$ cat config.mk
export PLATFORM = sky130hd
export DESIGN_NAME = da_sqrt
export DESIGN_NICKNAME = d
export VERILOG_FILES = /design/src/hdl/da_pkg.sv /design/src/hdl/da_sqrt.sv
export SDC_FILE = /design/constraint.sdc
export NUM_CORES = 2
export LEC_CHECK = 0
export BUFFER_PORTS_ARGS = -buffer_cell sky130_fd_sc_hd__buf_4
export CAP_MARGIN = 20
export CORE_ASPECT_RATIO = 0.7
export CORE_MARGIN = 1.5
export CORE_UTILIZATION = 50
export DETAILED_ROUTE_END_ITERATION = 8
export PLACE_DENSITY = 0.66
export SLEW_MARGIN = 40
export SYNTH_ARGS = -nofsm -noshare
export SYNTH_HDL_FRONTEND = slang
export SYNTH_SLANG_ARGS = --single-unit
$ cat constraint.sdc
create_clock -name clk -period 20.8 [get_ports clk]
set_input_delay 2.08 -clock clk [delete_from_list [all_inputs] [get_ports clk]]
set_output_delay 2.08 -clock clk [all_outputs]
set_load 0.02 [all_outputs]
$ cat src/hdl/da_pkg.sv
// Package for the dihedral angle pipeline: widths, payload types, the
// normalizing helpers and the CORDIC arctangent table.
// No dependencies.
package da_pkg;

  localparam int COORD_BITS = 24;

  // Plane normals, exact.
  localparam int NRM_W = 2 * COORD_BITS + 1;
  localparam int MAG_W = NRM_W - 1;

  // Sign term a . n2 is built from two partial products per component.
  localparam int SPLIT = (NRM_W + 1) / 2;
  localparam int HI_W  = NRM_W - SPLIT;
  localparam int PH_W  = COORD_BITS + HI_W + 2;
  localparam int PL_W  = COORD_BITS + SPLIT + 3;
  localparam int T_W   = COORD_BITS + NRM_W + 3;

  // Scaled vectors keep their largest magnitude in [2^29, 2^30).
  localparam int NORM_TOP = 30;
  localparam int M_W      = NORM_TOP + 1;
  localparam int G_W      = 2 * M_W + 1;
  localparam int GM_W     = G_W - 1;
  localparam int WIDE_W   = (MAG_W > GM_W) ? MAG_W : GM_W;
  localparam int WPOS_W   = $clog2(WIDE_W);

  // Integer square root.
  localparam int SQ_W      = 2 * NORM_TOP + 2;
  localparam int RT_W      = SQ_W / 2;
  localparam int SQ_PER    = 4;
  localparam int SQ_STAGES = (RT_W + SQ_PER - 1) / SQ_PER;

  // CORDIC vectoring.
  localparam int CX_W         = NORM_TOP + 4;
  localparam int CZ_W         = 28;
  localparam int DEG_FRAC     = 16;
  localparam int OUT_FRAC     = 7;
  localparam int ANGLE_W      = 16;
  localparam int CORDIC_STEPS = 20;
  localparam int CR_PER       = 4;
  localparam int CR_STAGES    = (CORDIC_STEPS + CR_PER - 1) / CR_PER;

  localparam logic signed [CZ_W-1:0] Z_90 = CZ_W'(90 * (2 ** DEG_FRAC));
  localparam logic signed [CZ_W-1:0] Z_180 = CZ_W'(180 * (2 ** DEG_FRAC));
  localparam logic signed [CZ_W-1:0] ROUND_HALF = CZ_W'(2 ** (DEG_FRAC - OUT_FRAC - 1));
  localparam logic signed [ANGLE_W-1:0] ANGLE_DEGEN = ANGLE_W'(-90 * (2 ** OUT_FRAC));

  typedef logic signed [COORD_BITS-1:0] coord_t;
  typedef logic signed [M_W-1:0] mv_t;

  typedef struct packed {
    coord_t a_x;
    coord_t a_y;
    coord_t a_z;
    coord_t b_x;
    coord_t b_y;
    coord_t b_z;
    coord_t c_x;
    coord_t c_y;
    coord_t c_z;
  } da_in_t;

  typedef struct packed {
    logic signed [ANGLE_W-1:0] angle;
    logic                      degenerate;
  } da_out_t;

  typedef struct packed {
    logic positive;
    logic degen;
  } da_flags_t;

  typedef struct packed {
    mv_t       m1_x;
    mv_t       m1_y;
    mv_t       m1_z;
    mv_t       m2_x;
    mv_t       m2_y;
    mv_t       m2_z;
    da_flags_t flags;
  } da_norm_t;

  typedef struct packed {
    logic [SQ_W-1:0] rad;
    mv_t             d;
    da_flags_t       flags;
  } da_sq_t;

  typedef struct packed {
    logic [RT_W-1:0] s;
    mv_t             d;
    da_flags_t       flags;
  } da_cr_t;

  // Position of the highest set bit; zero for a zero word.
  function automatic logic [WPOS_W-1:0] lead_pos(logic [WIDE_W-1:0] v);
    logic [WPOS_W-1:0] p;
    p = '0;
    for (int i = 0; i < WIDE_W; i++) begin
      if (v[i]) p = WPOS_W'(i);
    end
    return p;
  endfunction

  // Scales a magnitude by the shift that brings a group leader at bit p to
  // bit NORM_TOP-1. Right shifts truncate.
  function automatic logic [NORM_TOP-1:0] norm_shift(logic [WIDE_W-1:0] m,
                                                     logic [WPOS_W-1:0] p);
    logic [WIDE_W-1:0] r;
    if (p >= WPOS_W'(NORM_TOP)) begin
      r = m >> (p - WPOS_W'(NORM_TOP - 1));
    end else begin
      r = m << (WPOS_W'(NORM_TOP - 1) - p);
    end
    return r[NORM_TOP-1:0];
  endfunction

  // Arctangent of 2^-i in units of 2^-16 degree, rounded to nearest.
  function automatic logic signed [CZ_W-1:0] atan_step(int i);
    int t;
    case (i)
      0:       t = 2949120;
      1:       t = 1740967;
      2:       t = 919879;
      3:       t = 466945;
      4:       t = 234379;
      5:       t = 117304;
      6:       t = 58666;
      7:       t = 29335;
      8:       t = 14668;
      9:       t = 7334;
      10:      t = 3667;
      11:      t = 1833;
      12:      t = 917;
      13:      t = 458;
      14:      t = 229;
      15:      t = 115;
      16:      t = 57;
      17:      t = 29;
      18:      t = 14;
      19:      t = 7;
      default: t = 0;
    endcase
    return CZ_W'(t);
  endfunction

endpackage

$ cat src/hdl/da_sqrt.sv
// Pipelined integer square root, restoring, one result bit per step and
// SQ_PER steps per register stage. Depends on da_pkg.
module da_sqrt import da_pkg::*; (
  input  logic   clk,
  input  logic   rst,
  input  logic   in_valid,
  output logic   in_ready,
  input  da_sq_t in_data,
  output logic   out_valid,
  input  logic   out_ready,
  output da_cr_t out_data
);

  typedef struct packed {
    logic [SQ_W-1:0] xr;
    logic [RT_W+1:0] rem;
    logic [RT_W-1:0] root;
  } sq_st_t;

  function automatic sq_st_t sq_iter(sq_st_t t);
    sq_st_t          r;
    logic [RT_W+1:0] cur;
    logic [RT_W+1:0] trial;
    cur   = {t.rem[RT_W-1:0], t.xr[SQ_W-1 -: 2]};
    trial = {t.root, 2'b01};
    r.xr  = t.xr << 2;
    if (cur >= trial) begin
      r.rem  = cur - trial;
      r.root = {t.root[RT_W-2:0], 1'b1};
    end else begin
      r.rem  = cur;
      r.root = {t.root[RT_W-2:0], 1'b0};
    end
    return r;
  endfunction

  logic [SQ_STAGES-1:0] v;
  logic [SQ_STAGES-1:0] en;

  always_comb begin
    en[SQ_STAGES-1] = !v[SQ_STAGES-1] || out_ready;
    for (int s = SQ_STAGES - 2; s >= 0; s--) en[s] = !v[s] || en[s+1];
  end

  assign in_ready  = en[0];
  assign out_valid = v[SQ_STAGES-1];

  always_ff @(posedge clk) begin
    if (rst) begin
      v <= '0;
    end else begin
      if (en[0]) v[0] <= in_valid;
      for (int s = 1; s < SQ_STAGES; s++) begin
        if (en[s]) v[s] <= v[s-1];
      end
    end
  end

  sq_st_t    st  [SQ_STAGES];
  sq_st_t    nxt [SQ_STAGES];
  mv_t       d   [SQ_STAGES];
  da_flags_t fl  [SQ_STAGES];

  always_comb begin
    sq_st_t t;
    for (int s = 0; s < SQ_STAGES; s++) begin
      if (s == 0) begin
        t.xr   = in_data.rad;
        t.rem  = '0;
        t.root = '0;
      end else begin
        t = st[s-1];
      end
      for (int k = 0; k < SQ_PER; k++) begin
        if (s * SQ_PER + k < RT_W) t = sq_iter(t);
      end
      nxt[s] = t;
    end
  end

  always_ff @(posedge clk) begin
    for (int s = 0; s < SQ_STAGES; s++) begin
      if (en[s]) begin
        st[s] <= nxt[s];
        d[s]  <= (s == 0) ? in_data.d : d[s-1];
        fl[s] <= (s == 0) ? in_data.flags : fl[s-1];
      end
    end
  end

  assign out_data.s     = st[SQ_STAGES-1].root;
  assign out_data.d     = d[SQ_STAGES-1];
  assign out_data.flags = fl[SQ_STAGES-1];

endmodule

After elaboration in Yosys (flattened, before gate mapping)

Memories as Yosys holds them, arrays and structs flattened.
Cells that the tools add are included.

ROM bits: 0
RAM bits: 1224
Input port bits: 99
Output and inout port bits: 66
Memories kept: 3
Register bits: 8
Latch bits: 0
Word-level logic and storage cells: 136

Muxes and demuxes: 47
Bitwise logic cells: 0
Equal/unequal tests: 0
Multiply operators: 0
$add $sub $neg: 31
Reductions and logical operators: 16
Div/mod/pow operators: 0
Magnitude comparators: 31
Shift-type cells: 0

Memory list:

| memory | words | width | read ports | clocked after memory_dff | write ports | line          | text |
|---|---|---|---|---|---|---|---|
| st     | 8     | 120   | 8          | 0                        | 8           | da_sqrt.sv:59 | `sq_st_t st [SQ_STAGES];` |
| d      | 8     | 31    | 8          | 0                        | 8           | da_sqrt.sv:61 | `mv_t d [SQ_STAGES];` |
| fl     | 8     | 2     | 8          | 0                        | 8           | da_sqrt.sv:62 | `da_flags_t fl [SQ_STAGES];` |

Operators with widths:

| cell                | number |
|---|---|
| $mux 62             | 23 |
| $ge 33x33->1        | 30 |
| $sub 31x31->31      | 22 |
| $mux 64             | 8 |
| $sub 33x33->33      | 8 |
| $mux 1              | 16 |
| $logic_not 1->1     | 8 |
| $logic_or 1x1->1    | 8 |
| $sub 2x1->3 const B | 1 |
| $ge 2x1->1 const B  | 1 |

Longest topological paths before layout

Depth in word-level cells: 11
Depth in mapped cells: 62
Depth with buffers taken out: 56

Least setup slack after synthesis

Ideal clock, no wire load.

Path kind: register -> register
Start: memory st[0][412] in the netlist's numbering
End: memory st[1][43] in the netlist's numbering, data pin
Path buffers: 10
Arrival: 11784 ps
Path slack: 8756 ps
Period minus slack after synthesis: 12044 ps
Stages on the path, launching flop included: 56
Library setup time: 260 ps
Data required time: 20540 ps
Cell sequence: edfxtp_1 or4_1 clkbuf_1 or4_4 a2111oi_4 nand2_1 inv_1 buf_1 o21ai_0 ha_1 clkbuf_1 nand2_1 nor2_1 nand4_1 o31ai_1 nor4b_1 a21oi_1 nor3_1 (+20 left out) nand2_1 o31ai_1 ha_1 nor2b_1 o21ai_0 nand2b_1 a21oi_1 nand2_1 a221o_1 a21o_1 o2111ai_1 a31oi_1 a21o_1 a311oi_1 and3_1 buf_2 buf_2 mux2_2

RTL lines:

| what        | line |
|---|---|
| from (decl) | da_sqrt.sv:59 |

==> qor.log <==
qor: critical_path.worstSetupEndpointType flop
qor: critical_path.r2r_setup_slack 5.07 ns
qor: routing.firstDrtPassIters 6
qor: yosys.yosys.cell_types.count 116
qor: global_routing.antenna_violations_before_repair 4
qor: critical_path.crit_required 21.24 ns
qor: floorplan.cell_rows 112
qor: sta.final-setup-viol-count 0
qor: clock_network.cts_root_buffer sky130_fd_sc_hd__clkbuf_16
qor: critical_path.crit_path_max_incr_delay 0.72 ns
qor: pwr.p_seq_share 30.1%
qor: floorplan.io_pins 165
qor: clock_network.clkSlewWorstSetupHoldPaths 0.07 ns
qor: hold_path.timing.hold.worst_endpoint st[1][116]$_DFFE_PP_
qor: hold_path.hold_path_class reg2reg
qor: placed_design.gp_routability_congestion 1.047
qor: sta.final.min_clock_period 15.73 ns
qor: placed_design.place_ws 5.273 ns
qor: global_routing.wire_length_of_the_first_global_routing_pass 330.4 mm
qor: sta.worstMarginPinSlew 0.9316 ns
qor: global_routing.global_route.overflow_total 0
qor: sta.fin_worst_hold_slack 0.3945 ns
qor: global_routing.total_routing_usage_gr 30.96%
qor: pwr.power.ir.vdd_worst 0.00007175 V
qor: critical_path.ff2ff_path_depth 52
qor: floorplan.die_w 443.0 microns
qor: pwr.netSwitchingFraction 43.93%
qor: clock_network.clkSinkCount 842
qor: clock_network.post-cts-setup-buffers 0
qor: pwr.totalPowerFinal 8059 uW
qor: cells_and_area.drive_gt1_share 7.960%
qor: floorplan.fp.dieArea 137800 sq um
qor: cells_and_area.mostFrequentLayoutCells sky130_fd_sc_hd__edfxtp_1, sky130_fd_sc_hd__nand2_1, sky130_fd_sc_hd__a21oi_1
qor: placed_design.io_buffers 164
qor: clock_network.clock_tree.buffer_depth 3
qor: critical_path.cp_common_cell sky130_fd_sc_hd__a21o_1
qor: cells_and_area.insertedDiodeCount 0
qor: routing.routed_via_density 6.423
qor: yosys.synth-seq-area-share 37.20%
qor: routing.remaining_drcs 0
qor: yosys.postSynth.topFlopCell sky130_fd_sc_hd__edfxtp_1
qor: critical_path.critPathKind reg2reg
qor: yosys.yosysWarnings 0
qor: sta.finalSetupTns 0 ns
qor: pwr.cellLeakagePower 0.03044 uW
qor: clock_network.tritoncts built
qor: critical_path.critical-path-top-delay-family compound AO/OA/AOI/OAI gates
qor: yosys.async_flop_share 0%
qor: run.cap_viol_max_count 0
qor: clock_network.insertion_delay 0.75 ns
qor: pwr.comb_power_share 49.5%
qor: floorplan.initial_utilization 50.62%
qor: sta.finalClockSkew 0.05991 ns
qor: pwr.switchingPower 3541 uW
qor: yosys.post_synth_top_area_cell sky130_fd_sc_hd__edfxtp_1
qor: critical_path.critical_path.reg2reg.endpoint st[1][38]$_DFFE_PP_
qor: yosys.synth_top_area_share 36.97%
qor: clock_network.post_cts.resized_instances 0
qor: yosys.synthesis.area_per_instance 9.158 sq um
qor: clock_network.h_tree_levels 3
qor: hold_path.min-delay-start st[0][468]$_DFFE_PP_
qor: routing.wl 220.9 mm
qor: cells_and_area.mostFrequentLayoutCell sky130_fd_sc_hd__edfxtp_1
qor: sta.rsz_0062_raised_after_global_routing false
qor: sta.max_freq 0.06356 GHz
qor: yosys.post_synth_inst_count 7398
qor: critical_path.worstPathMaxFanout 30
qor: yosys.yosys-top-cells-area sky130_fd_sc_hd__edfxtp_1, sky130_fd_sc_hd__ha_1, sky130_fd_sc_hd__xnor2_1, sky130_fd_sc_hd__a21oi_1, sky130_fd_sc_hd__nand2_1
qor: floorplan.die-height 311.0 microns
qor: global_routing.vias_in_the_first_global_route 52860
qor: sta.max_slew_margin 36.29%
qor: status.status finished clean
qor: critical_path.kind_of_launch_point_of_the_worst_setup_path flop
qor: global_routing.grt_max_degree 120
qor: sta.timing_hold_violations_final 0
qor: critical_path.r2r_start st[0][364]$_DFFE_PP_
qor: pwr.power_report.internal_total 4519 uW
qor: floorplan.coreArea 133800 sq um
qor: clock_network.numCtsBuffers 87
qor: cells_and_area.nNetsFinal 8041
qor: hold_path.number_of_instances_on_the_worst_hold_path 0
qor: critical_path.crit_path_top_delay_cell sky130_fd_sc_hd__a2111oi_2
qor: cells_and_area.synthToLayoutAreaGrowth 8.275%
qor: sta.final_critical_path_setup_slack 5.068 ns
qor: pwr.pwr_density_cell 109.9 nW/um^2
qor: critical_path.arrival 16.17 ns
qor: yosys.synth_enable_flop_cells 834
qor: routing.detailroute.via_count 59440
qor: sta.report.final.slew_viol_count 0
qor: critical_path.worstPathBufferInverterCount 7
qor: clock_network.cts_hold_buffers 0
qor: sta.final.period_utilization 75.63%
qor: routing.wl_per_cell 23.87 microns
qor: yosys.synth.cell_area 67750 sq um
qor: routing.drt_iter0_markers 7485
qor: pwr.power.share.clock 20.4%
qor: yosys.yosys_register_bits 842
qor: routing.detail-route-antenna-nets 0
qor: placed_design.final_hpwl_dp 173.4 mm
[power by group through the flow]
stage	sequential (uW)	clock, uW	combinational, uW
4_1_cts	2410	1690	3850
2_1_floorplan	2300	0	2890
3_5_place_dp	2440	0	3810
5_1_grt	2440	1740	4310
6_report	2430	1650	3990
3_3_place_gp	2450	0	3780
[logic make-up after synthesis]
family | Yosys count | synth area share [%]
DFF | 842 | 37.20
xor gates and xnor gates | 637 | 8.235
other | 1 | 0.005535
adders and majority gates | 527 | 9.733
AOI/OAI and AO/OA | 2097 | 20.05
muxes | 114 | 1.850
buffers and inverters | 660 | 4.083
and+or+nand+nor | 2520 | 18.85
[state kept, by name, summed over array words and instances (netlist names)]
name  flops
st      570
fl       16
d       248
v         8
[worst max-delay path by stage]
stage / endpoint / from / cells after the start
floorplan: st[1][43]$_DFFE_PP_ / st[0][412]$_DFFE_PP_ / 55
global placement: st[1][38]$_DFFE_PP_ / st[0][363]$_DFFE_PP_ / 52
detailed placement: st[1][38]$_DFFE_PP_ / st[0][363]$_DFFE_PP_ / 52
CTS: st[1][38]$_DFFE_PP_ / st[0][363]$_DFFE_PP_ / 52
global route: st[1][38]$_DFFE_PP_ / st[0][363]$_DFFE_PP_ / 52
finish: st[1][38]$_DFFE_PP_ / st[0][364]$_DFFE_PP_ / 52
[per-layer routing]
layer | vias to the layer above | share of wire [%] | GRT usage [%]
li1 | 27640 | - | -
met1 | 28510 | 48 | 50.09
met2 | 3027 | 38 | 40.16
met3 | 255 | 12 | 8.292
met4 | 4 | 2.0 | 6.003
met5 | - | 0.010 | 0
[worst reg2reg max path, delay by kind of cell, from the launching register on]
kind | cells | cell delay (ns)
xor+xnor | 1 | 0.20
mux | 1 | 0.36
compound gates | 28 | 7.45
fa+ha+maj | 4 | 1.50
buf+inv | 7 | 2.56
flops | 1 | 0.55
simple gates | 11 | 2.86
[synth_stat cells (20+ instances only)]
master and count:
sky130_fd_sc_hd__a21boi_0 29, sky130_fd_sc_hd__and2_1 55, sky130_fd_sc_hd__xor2_1 209, sky130_fd_sc_hd__nor3_1 194, sky130_fd_sc_hd__inv_1 362, sky130_fd_sc_hd__a2111oi_0 22
sky130_fd_sc_hd__buf_2 30, sky130_fd_sc_hd__edfxtp_1 834, sky130_fd_sc_hd__nand2_1 663, sky130_fd_sc_hd__and3_1 65, sky130_fd_sc_hd__nand3b_1 22, sky130_fd_sc_hd__clkbuf_1 166
sky130_fd_sc_hd__or2_2 43, sky130_fd_sc_hd__a31o_2 20, sky130_fd_sc_hd__mux2i_1 36, sky130_fd_sc_hd__buf_1 20, sky130_fd_sc_hd__ha_1 527, sky130_fd_sc_hd__or4_1 32
sky130_fd_sc_hd__nand2b_1 88, sky130_fd_sc_hd__nor3b_1 21, sky130_fd_sc_hd__a211o_1 25, sky130_fd_sc_hd__o21a_1 71, sky130_fd_sc_hd__a21oi_1 641, sky130_fd_sc_hd__or3_1 74
sky130_fd_sc_hd__o21ai_0 432, sky130_fd_sc_hd__nor4b_1 20, sky130_fd_sc_hd__buf_4 66, sky130_fd_sc_hd__a211oi_1 61, sky130_fd_sc_hd__o31ai_1 62, sky130_fd_sc_hd__xnor2_1 428
sky130_fd_sc_hd__nor2b_1 86, sky130_fd_sc_hd__nor4_1 79, sky130_fd_sc_hd__nand4_1 140, sky130_fd_sc_hd__nand3_1 181, sky130_fd_sc_hd__mux2_2 76, sky130_fd_sc_hd__o21bai_1 68
sky130_fd_sc_hd__o211ai_1 55, sky130_fd_sc_hd__a31oi_1 69, sky130_fd_sc_hd__nor2_1 632, sky130_fd_sc_hd__a21o_1 233, sky130_fd_sc_hd__and4_1 35, sky130_fd_sc_hd__o31a_1 29
[final cells by class]
type,count,area (sq um)
fillers,11930,60470
multi-input cells,5899,39920
flip-flops and latches,842,25200
well taps,1767,2211
clock buffers,94,2203
repair buffers,208,1628
inverters,377,1424
clock inverters,67,762.0
[stage by stage]
stage | util, % | instances | instance area (sq um)
after floorplan | - | 7401 | 67760
after global placement | 52.47 | 9088 | 70220
after detailed placement | 52.52 | 9089 | 70280
after CTS | 54.73 | 9250 | 73250
after global routing | 54.81 | 9254 | 73360
final | 54.81 | 9254 | 73360
Power figures use the tool's default switching activity.
